===== src/hdl/assert_macros.svh =====
// assertion macros shared by the intersect engine modules
// no dependencies; define NO_ASSERTIONS to compile them out
`ifndef ASSERT_MACROS_SVH
`define ASSERT_MACROS_SVH

`ifndef NO_ASSERTIONS

`define ASSERT_IMP(lbl, clk, rst_n, ante, cons) \
  lbl: assert property (@(posedge clk) disable iff (!rst_n) (ante) |-> (cons)) \
    else $error("assertion failed");

`define ASSERT_NXT(lbl, clk, rst_n, ante, cons) \
  lbl: assert property (@(posedge clk) disable iff (!rst_n) (ante) |=> (cons)) \
    else $error("assertion failed");

`else

`define ASSERT_IMP(lbl, clk, rst_n, ante, cons)

`define ASSERT_NXT(lbl, clk, rst_n, ante, cons)

`endif

`endif


===== src/hdl/spli_pkg.sv =====
// types and constants of the sorted posting list intersect engine
// no dependencies; used by every module of the block
package spli_pkg;

  localparam int SET_DEPTH = 1024;
  localparam int ADDR_W    = $clog2(SET_DEPTH);
  localparam int CNT_W     = $clog2(SET_DEPTH + 1);
  localparam int DOC_W     = 24;
  localparam int TOK_W     = 20;
  localparam int KEY_W     = DOC_W + TOK_W;

  localparam logic REQ_ELEM   = 1'b0;
  localparam logic REQ_ABSENT = 1'b1;

  typedef struct packed {
    logic             req_type;
    logic [DOC_W-1:0] doc_id;
    logic [TOK_W-1:0] token_pos;
    logic             list_end;
    logic             query_end;
  } in_item_t;

  typedef struct packed {
    logic [DOC_W-1:0] hit_doc;
    logic [TOK_W-1:0] hit_token;
    logic             no_hit;
    logic             final_flag;
    logic             overflow;
  } out_item_t;

  // controller to datapath
  typedef struct packed {
    logic latch;
    logic store;
    logic step;
    logic hit;
    logic finish;
    logic match;
  } cmd_t;

  // datapath to controller
  typedef struct packed {
    logic absent;
    logic live;
    logic first;
    logic room;
    logic scan_ok;
    logic scan_next_ok;
    logic lt;
    logic eq;
    logic qend;
    logic final_item;
    logic out_free;
  } sts_t;

endpackage


===== src/hdl/spli_ctrl.sv =====
// controller state machine of the intersect engine
// depends on spli_pkg and assert_macros.svh
`include "assert_macros.svh"

module spli_ctrl (
  input  logic          clk_i,
  input  logic          rst_ni,
  input  logic          in_valid_i,
  output logic          in_stall_o,
  input  spli_pkg::sts_t sts_i,
  output spli_pkg::cmd_t cmd_o
);

  localparam logic [1:0] S_IDLE = 2'd0;
  localparam logic [1:0] S_EXEC = 2'd1;
  localparam logic [1:0] S_CMP  = 2'd2;
  localparam logic [1:0] S_HOLD = 2'd3;

  logic [1:0] state_q, state_d;
  logic       match_q, match_d;
  logic       done;
  logic       m;
  logic       emit;

  always_comb begin
    state_d = state_q;
    match_d = match_q;
    cmd_o   = '0;
    done    = 1'b0;
    m       = 1'b0;
    emit    = 1'b0;
    unique case (state_q)
      S_IDLE: begin
        if (in_valid_i) begin
          cmd_o.latch = 1'b1;
          state_d     = S_EXEC;
        end
      end
      S_EXEC: begin
        if (sts_i.absent || !sts_i.live) begin
          done = 1'b1;
        end else if (sts_i.first) begin
          cmd_o.store = 1'b1;
          m           = sts_i.room;
          done        = 1'b1;
        end else if (sts_i.scan_ok) begin
          state_d = S_CMP;
        end else begin
          done = 1'b1;
        end
      end
      S_CMP: begin
        if (sts_i.lt) begin
          cmd_o.step = 1'b1;
          if (!sts_i.scan_next_ok) begin
            done = 1'b1;
          end
        end else if (sts_i.eq) begin
          cmd_o.hit = 1'b1;
          m         = 1'b1;
          done      = 1'b1;
        end else begin
          done = 1'b1;
        end
      end
      S_HOLD: begin
        if (sts_i.out_free) begin
          cmd_o.finish = 1'b1;
          cmd_o.match  = match_q;
          state_d      = S_IDLE;
        end
      end
      default: begin
        state_d = S_IDLE;
      end
    endcase
    if (done) begin
      emit = (m && sts_i.qend) || sts_i.final_item;
      if (emit && !sts_i.out_free) begin
        match_d = m;
        state_d = S_HOLD;
      end else begin
        cmd_o.finish = 1'b1;
        cmd_o.match  = m;
        state_d      = S_IDLE;
      end
    end
  end

  assign in_stall_o = (state_q != S_IDLE);

  always_ff @(posedge clk_i or negedge rst_ni) begin
    if (!rst_ni) begin
      state_q <= S_IDLE;
      match_q <= 1'b0;
    end else begin
      state_q <= state_d;
      match_q <= match_d;
    end
  end

  `ASSERT_NXT(a_accept_to_exec, clk_i, rst_ni, in_valid_i && !in_stall_o, state_q == S_EXEC)
  `ASSERT_IMP(a_write_ends_item, clk_i, rst_ni, cmd_o.hit || cmd_o.store, cmd_o.finish || state_d == S_HOLD)
  `ASSERT_IMP(a_cmp_entry, clk_i, rst_ni, state_q == S_CMP, $past(state_q) == S_EXEC || $past(state_q) == S_CMP)

endmodule


===== config.mk =====
export PLATFORM = sky130hd
export DESIGN_NAME = spli_ctrl
export DESIGN_NICKNAME = d
export VERILOG_FILES = /design/src/hdl/spli_pkg.sv /design/src/hdl/spli_ctrl.sv
export VERILOG_INCLUDE_DIRS = /design/src /design/src/hdl
export SDC_FILE = /design/constraint.sdc
export NUM_CORES = 1
export LEC_CHECK = 0
export ABC_CLOCK_PERIOD_IN_PS = 3690
export BUFFER_PORTS_ARGS = -buffer_cell sky130_fd_sc_hd__clkbuf_2
export CORE_AREA = 2 2 39 41
export CTS_BUF_LIST = sky130_fd_sc_hd__clkbuf_8
export DETAILED_ROUTE_END_ITERATION = 8
export DIE_AREA = 0 0 41 43
export PLACE_DENSITY_LB_ADDON = 0.3
export SLEW_MARGIN = 10
export SYNTH_ARGS = -nofsm -noshare
export SYNTH_HDL_FRONTEND = slang
export SYNTH_SLANG_ARGS = --single-unit

===== constraint.sdc =====
create_clock -name clk_i -period 3.69 [get_ports clk_i]
set_input_delay 0.738 -clock clk_i [delete_from_list [all_inputs] [get_ports clk_i]]
set_output_delay 0.738 -clock clk_i [all_outputs]
set_load 0.05 [all_outputs]

==> results of run 1 <==
per-layer routing:
metal / global-route usage / up-vias / routed length [µm]
met2: 0.1563 / 18 / 350
li1: - / 187 / -
met1: 0.08442 / 158 / 315
met3: 0.03141 / 2 / 80
met5: 0 / - / 0
met4: 0.08000 / 0 / 14
stage by stage:
| stage | cells | power (mW) |
|---|---|---|
| 5_1_grt | 78 | 0.4945 |
| 2_1_floorplan | 38 | 0.3137 |
| 4_1_cts | 78 | 0.4650 |
| 3_3_place_gp | 74 | 0.3702 |
| 3_5_place_dp | 74 | 0.3711 |
| 6_report | 78 | 0.4573 |
registers in the layout, indices dropped and copies added (netlist names):
name / flops
state_q: 2
match_q: 1
placed cells by master (no fill, tap or decap), drive strengths merged, types with 2 or more instances in the layout:
master,netlist,routed
o21ai,2,2
mux2i,5,5
nor2b,3,3
and2,2,2
nor2,2,2
ha,4,4
inv,3,4
clkbuf,0,23
dfrtp,3,3
power by group:
part / switching [mW] / internal (mW)
logic: 0.185 / 0.120
clock network: 0.0204 / 0.0707
registers: 0.0121 / 0.0486
total: 0.218 / 0.240
path summary, 6_finish.rpt:
path	end	slack (ns)	cells past startpoint
min in group clk_i	match_q$_DFFE_PN0P_	0.49	1
hold / removal	state_q[1]$_DFFE_PN0P_	0.31	1
max in group asynchronous	match_q$_DFFE_PN0P_	3.27	1
setup reg to reg	match_q$_DFFE_PN0P_	1.77	6
setup / recovery	cmd_o[1]	0.83	7
hold reg to reg	match_q$_DFFE_PN0P_	0.49	1
worst max-delay path, delay by kind of cell (launching register included):
family | cells | cell delay [ns]
AOI/OAI and AO/OA | 3 | 0.67
adders and majority gates | 1 | 0.27
buffers and inverters | 2 | 0.35
DFF | 1 | 0.38
and+or+nand+nor | 1 | 0.24
layout make-up:
class | instances | area [µm²] | share of cell area
clock buffer | 3 | 41.29 | 0.07710
clock inverter | 1 | 3.754 | 0.007009
inverter | 3 | 11.26 | 0.02103
multi-input combinational | 32 | 284.0 | 0.5304
sequential | 3 | 75.07 | 0.1402
tap | 16 | 20.02 | 0.03738
timing repair buffer | 20 | 100.1 | 0.1869
cell families after synthesis:
kind of cell | count (synthesis)
buf+inv | 3
mux | 6
flops | 3
compound gates | 8
simple gates | 14
fa+ha+maj | 4
==> results.env, run 1 <==
WIRE_LENGTH_OF_THE_FIRST_GLOBAL_ROUTING_PASS_UM=1097
STARTING_DENSITY_OF_THE_CORE=0.2676
GRT.OVERFLOW.TOTAL=0
FINALCOREUTILIZATION=0.3870
WARNINGS_SYNTHESIS=0
DRIVE_ABOVE_1_SHARE=0.4032
SYNTH_SIMPLE_GATE_AREA_SHARE=0.2669
YOSYS-MUX-AREA-FRACTION=0.1655
DRC=0
ANTENNA-DIODE-COUNT=0
DETAIL_ROUTE.FIRST_PASS.ITERATIONS=4
HOLD_WS_NS=0.3134
SYNTH_COMMON_CELLS='mux2i_1, ha_1, dfrtp_1, inv_1, nor2b_1'
CRITPATHLAUNCH='state_q[1]$_DFFE_PN0P_'
CORE_MM2=0.001384
CTS.REPORTEDPATHS.CLKPINSLEW_NS=0.03
FRACTION_OF_THE_CYCLE_THE_FINAL_WORST_PATH_NEEDS=0.7739
WORSTHOLDPATHTYPE='primary input to asynchronous set/reset pin'
FINAL_HOLD_VIOL_COUNT=0
GRT_PASS1_VIAS=333
END_KIND='output pin'
DIE_W_UM=41
DP.FINAL_HPWL_UM=663.5
GRT_MAX_DEGREE=7
YOSYSSEQAREASHARE=0.2027
AVERAGE_WIRE_PER_STANDARD_CELL_UM=9.756
SYNTH-SEQ-CELLS=3
TIMING.CRITICAL_PATH.SLOWEST_CELL_DELAY_NS=0.38
CTS_ROOT_BUF='clkbuf_8'
CLOCK_SINKS=3
SYNTH_ENABLE_FLOP_CELLS=0
WORST_EP_REQUIRED_TIME_NS=2.95
DESIGN.DIE.AREA_MM2=0.001763
FINALWORSTSETUPSLACK_NS=0.8342
WORST_FLOP_TO_FLOP_PATH_STARTPOINT='state_q[1]$_DFFE_PN0P_'
PLACEMENT_ROWS=14
SYNTH_TOP_FAMILY_BY_AREA='simple AND/OR/NAND/NOR gates'
COMPOUND_CELL_AREA_SHARE_OF_THE_YOSYS_NETLIST=0.1993
FILLCELLCOUNT=150
SLEW_VIOLATIONS=0
CELL_TYPES_OCCUPYING_THE_MOST_AREA_AFTER_SYNTHESIS='dfrtp_1, ha_1, mux2i_1, a2111oi_4, nor2b_1'
CP_CELL_SEQUENCE='inv_1 -> ha_1 -> and4b_4 -> a21o_1 -> o21ai_0 -> a22o_1 -> clkbuf_2'
CRITPATHSLOWESTCELL='dfrtp_1'
POST-SYNTH-TOP-AREA-CELL='dfrtp_1'
POST_DRT_VIA_CELL_RATIO=4.679
SYNTHESIS.INSTANCES=38
YOSYS.AREA.TOP_TYPE_SHARE=0.2027
DIE_HEIGHT_UM=43
MAXIMUM_VDD_DROP_mV=0.2928
WORST_EP_ARRIVAL_TIME_NS=2.12
XOR_AND_XNOR_AREA_SHARE_AFTER_SYNTHESIS=0
TIMING.SETUP.CRITICAL_PATH_CLASS='register to output pin'
SYNTH_TOP_FLOP_CELL='dfrtp_1'
INITIALDRTVIOLATIONCOUNT=1
PLACE_WS_NS=0.9442
YOSYSUNIQUECELLTYPES=22
PIN_SLEW_WITH_THE_LEAST_HEADROOM_TO_ITS_LIMIT_NS=0.3756
POSTSYNTHAREAPERCELL_UM2=9.746
SYN_AREA_UM2=370.4
LAYOUT_MIN_CYCLE_TIME_NS=2.856
CRITICAL_PATH.STARTPOINT_TYPE='register'
HTREE_LEVELS=1
POWER.DENSITY_CELL_AREA_mW_PER_MM2=853.9
CLOCK-SKEW-FINAL_NS=0.0003530
FINALSETUPTNS_NS=0
CLOCK_TREE_FROM_TRITONCTS='done'
TIMING.MAX_SLEW.REL_SLACK=0.7491
FMAX_MHz=350.2
NUMBER_OF_BUFFERS_ON_THE_LONGEST_CLOCK_PATH=2
NUM_IO_PINS=21
LAYOUT.NETS=81
PATH_MAX_FANOUT=6
ROUTE.ANTENNA.REMAINING_NETS=0
POST-CTS-SETUP-BUFFERS=0
ANTENNA_FOUND_INITIAL=0
CAP_VIOLATIONS=0
CTS.REPAIR.RESIZED=0
NUMBER_OF_BUFFERS_INSERTED_DURING_CLOCK_TREE_SYNTHESIS=3
DETAILED_PLACE.AREA_UM2=490.5
GRT.TOTAL_USAGE=0.09466
SYN_TO_FINAL_GROWTH_PCT=44.59
PORT_BUFFERS=20
SYNTH_ASYNC_SR_FLOP_SHARE=1.000
CTS.HOLD.BUFFERS_ADDED=0
WORST_SKEW_PAIR.LATE_LATENCY_NS=0.21
P_LEAK_nW=0.2840
GP_CONGESTION=0.6706
OUTCOME='finished clean'
YOSYS.AREA_SHARE.ADDER=0.1351
SETUP_REPAIR_AFTER_GLOBAL_ROUTING_MISSED_ITS_MARGIN='false'
NUM_VIAS=365
POST_SYN_NETS=56
FINALINSTANCEAREA_UM2=535.5
POST-SYNTH-TOP-COUNT-CELL='mux2i_1'
FINALSETUPVIOLCOUNT=0
ROUTED_WIRE_LENGTH_UM=761
Power figures use the tool's default switching activity.
==> run 2: changes to the inputs <==
--- a/config.mk
+++ b/config.mk
@@ -6,7 +6,7 @@
 export SDC_FILE = /design/constraint.sdc
 export NUM_CORES = 1
 export LEC_CHECK = 0
-export ABC_CLOCK_PERIOD_IN_PS = 3690
+export ABC_CLOCK_PERIOD_IN_PS = 2900
 export BUFFER_PORTS_ARGS = -buffer_cell sky130_fd_sc_hd__clkbuf_2
 export CORE_AREA = 2 2 39 41
 export CTS_BUF_LIST = sky130_fd_sc_hd__clkbuf_8
==> constraint.sdc (replaced) <==
create_clock -name clk_i -period 2.9 [get_ports clk_i]
set_input_delay 0.58 -clock clk_i [delete_from_list [all_inputs] [get_ports clk_i]]
set_output_delay 0.58 -clock clk_i [all_outputs]
set_load 0.05 [all_outputs]
==> results.env, run 2 (synthesized netlist as in run 1, its figures left out) <==
OUTCOME='finished clean'  # unchanged
END_KIND='output pin'  # unchanged
CP_CELL_SEQUENCE='inv_1 -> ha_1 -> and4b_4 -> a21o_1 -> o21ai_0 -> a22o_1 -> clkbuf_2'  # unchanged
REG.LARGEST.LIST='state_q (2), match_q (1)'  # unchanged
WORST_FLOP_TO_FLOP_PATH_STARTPOINT='state_q[1]$_DFFE_PN0P_'  # unchanged
ROUTED_WIRE_LENGTH_UM=866  # was 761 µm
DETAIL_ROUTE.FIRST_PASS.ITERATIONS=2  # was 4
GRT_PASS1_VIAS=370  # was 333
CTS.HOLD.BUFFERS_ADDED=0  # unchanged
FINAL_HOLD_VIOL_COUNT=0  # unchanged
ANTENNA_FOUND_INITIAL=0  # unchanged
DIE_W_UM=41  # unchanged
CTS.REPAIR.RESIZED=0  # unchanged
SETUP_REPAIR_AFTER_GLOBAL_ROUTING_MISSED_ITS_MARGIN='false'  # unchanged
TIMING.MAX_SLEW.REL_SLACK=0.7522  # was 0.7491
CLOCK-SKEW-FINAL_NS=0.0001510  # was 0.0003530 ns
ANTENNA-DIODE-COUNT=0  # unchanged
WORST_EP_REQUIRED_TIME_NS=2.32  # was 2.95 ns
DESIGN.DIE.AREA_MM2=0.001763  # unchanged
CTS_ROOT_BUF='clkbuf_8'  # unchanged
FRACTION_OF_THE_CYCLE_THE_FINAL_WORST_PATH_NEEDS=0.9225
FILLCELLCOUNT=148  # was 150
CAP_VIOLATIONS=0  # unchanged
FINALSETUPVIOLCOUNT=0  # unchanged
SLEW_VIOLATIONS=0  # unchanged
NUMBER_OF_BUFFERS_INSERTED_DURING_CLOCK_TREE_SYNTHESIS=3  # unchanged
FMAX_MHz=373.8
LAYOUT_MIN_CYCLE_TIME_NS=2.675
WORST_R2R_PATH_DEPTH=6  # unchanged
POST-LAYOUT-TOTAL-POWER_mW=0.5876  # was 0.4573 mW
POST-CTS-SETUP-BUFFERS=0  # unchanged
DIE_HEIGHT_UM=43  # unchanged
CORE_MM2=0.001384  # unchanged
GRT.TOTAL_USAGE=0.1088  # was 0.09466
CRITPATHSLOWESTCELL='dfrtp_1'  # unchanged
WIRE_LENGTH_OF_THE_FIRST_GLOBAL_ROUTING_PASS_UM=1276  # was 1097 µm
PATH_MAX_FANOUT=6  # unchanged
GRT.OVERFLOW.TOTAL=0  # unchanged
PIN_SLEW_WITH_THE_LEAST_HEADROOM_TO_ITS_LIMIT_NS=0.3709  # was 0.3756 ns
TOP_REGISTER='state_q'  # unchanged
CLOCK_SINKS=3  # unchanged
ROUTE.ANTENNA.REMAINING_NETS=0  # unchanged
DRIVE_ABOVE_1_SHARE=0.4032  # unchanged
CRITICAL_PATH.STARTPOINT_TYPE='register'  # unchanged
TIMING.SETUP.CRITICAL_PATH_CLASS='register to output pin'  # unchanged
INITIALDRTVIOLATIONCOUNT=1  # unchanged
NUMBER_OF_BUFFERS_ON_THE_LONGEST_CLOCK_PATH=2  # unchanged
WORST_SKEW_PAIR.LATE_LATENCY_NS=0.21  # about the same
LAYOUT.NETS=81  # unchanged
WORSTHOLDPATHTYPE='primary input to asynchronous set/reset pin'  # unchanged
NUM_VIAS=360  # was 365
MULTI_INPUT_COMB_AREA_UM2=284.0  # unchanged
WORST_EP_ARRIVAL_TIME_NS=2.10  # was 2.12 ns
STARTING_DENSITY_OF_THE_CORE=0.2676  # unchanged
P_LEAK_nW=0.2840  # unchanged
CTS.REPORTEDPATHS.CLKPINSLEW_NS=0.03  # about the same
TIMING.REG2REG.SETUP_SLACK_NS=0.95  # was 1.77 ns
REGISTER_AREA_UM2=75.07  # unchanged
SYN_TO_FINAL_GROWTH_PCT=44.59  # unchanged
LAYOUT.CELLS.MOST_COMMON='clkbuf_2'  # unchanged
MAXIMUM_VDD_DROP_mV=0.3299  # was 0.2928 mV
POWER.DENSITY_CELL_AREA_mW_PER_MM2=1097  # was 853.9 mW/mm²
LARGEST_REGISTER_FF_COUNT=2  # unchanged
DRC=0  # unchanged
TIMING.CRITICAL_PATH.SLOWEST_CELL_DELAY_NS=0.38  # about the same
GP_CONGESTION=0.6290  # was 0.6706
POST_DRT_VIA_CELL_RATIO=4.615  # was 4.679
GRT_MAX_DEGREE=7  # unchanged
PLACEMENT_ROWS=14  # unchanged
FINALSETUPTNS_NS=0  # unchanged
TIMING.RR.END='match_q$_DFFE_PN0P_'  # unchanged
NUM_IO_PINS=21  # unchanged
MOST_USED_CELLS_IN_THE_LAYOUT_EXCLUDING_FILL_AND_TAP_CELLS='clkbuf_2, mux2i_1, inv_1, ha_1'  # unchanged
PORT_BUFFERS=20  # unchanged
AVERAGE_WIRE_PER_STANDARD_CELL_UM=11.10  # was 9.756 µm
HTREE_LEVELS=1  # unchanged
CLOCK_TREE_FROM_TRITONCTS='done'  # unchanged
[run 2: cell counts in the layout (fill, tap and decap cells not counted)]
No cell type changed its count.
[run 2: layer usage]
metal  up-vias  GRT usage  share of wire
met5         -          0              0
li1        187          -              -
met4         0    0.06000              0
met1       155    0.08766           0.39
met2        18     0.2063           0.50
met3         0    0.03141           0.10
[run 2: per-stage QoR]
stage | cells | util | instance area (µm²) | setup slack, ns | hold WS, ns
final | 78 | 0.3870 | 535.5 | 0.2248 | 0.1545
after global routing | 78 | 0.3870 | 535.5 | 0.06590 | 0.1540
after CTS | 78 | 0.3870 | 535.5 | 0.1900 | 0.1496
after detailed placement | 74 | 0.3544 | 490.5 | 0.4239 | 0.3781
after global placement | 74 | 0.3544 | 490.5 | 0.4472 | 0.3794
after floorplan | 38 | - | 370.4 | 0.1410 | 0.2844
[run 2: worst max path at each step]
stage                                 from       end  slack [ns]  cells past startpoint
floorplan           state_q[0]$_DFFE_PN0P_  cmd_o[0]        0.14                      6
global placement    state_q[1]$_DFFE_PN0P_  cmd_o[1]        0.45                      7
detailed placement  state_q[1]$_DFFE_PN0P_  cmd_o[1]        0.42                      7
CTS                 state_q[1]$_DFFE_PN0P_  cmd_o[1]        0.19                      7
global route        state_q[1]$_DFFE_PN0P_  cmd_o[1]        0.07                      7
finish              state_q[1]$_DFFE_PN0P_  cmd_o[1]        0.22                      7
[run 2: critical path, delay by kind of cell (launching register included)]
family	cells	cell delay [ns]
AND/OR/NAND/NOR	1	0.24
buffers and inverters	2	0.34
flip-flops	1	0.38
adder cells (fa/ha/maj)	1	0.27
AO/OA/AOI/OAI	3	0.65
[run 2: layout make-up]
cell class	count	share of cell area
Multi-Input combinational cell	32	0.5304
Tap cell	16	0.03738
Timing Repair Buffer	20	0.1869
Sequential cell	3	0.1402
Inverter	3	0.02103
Clock inverter	1	0.007009
Clock buffer	3	0.07710
[run 2: power by group]
part           internal, mW  leakage (nW)  switching, mW  total (mW)
logic                 0.153         0.218          0.241       0.394
clock network        0.0900        0.0269         0.0264       0.116
registers            0.0618        0.0386         0.0153      0.0772
total                 0.305         0.284          0.282       0.588
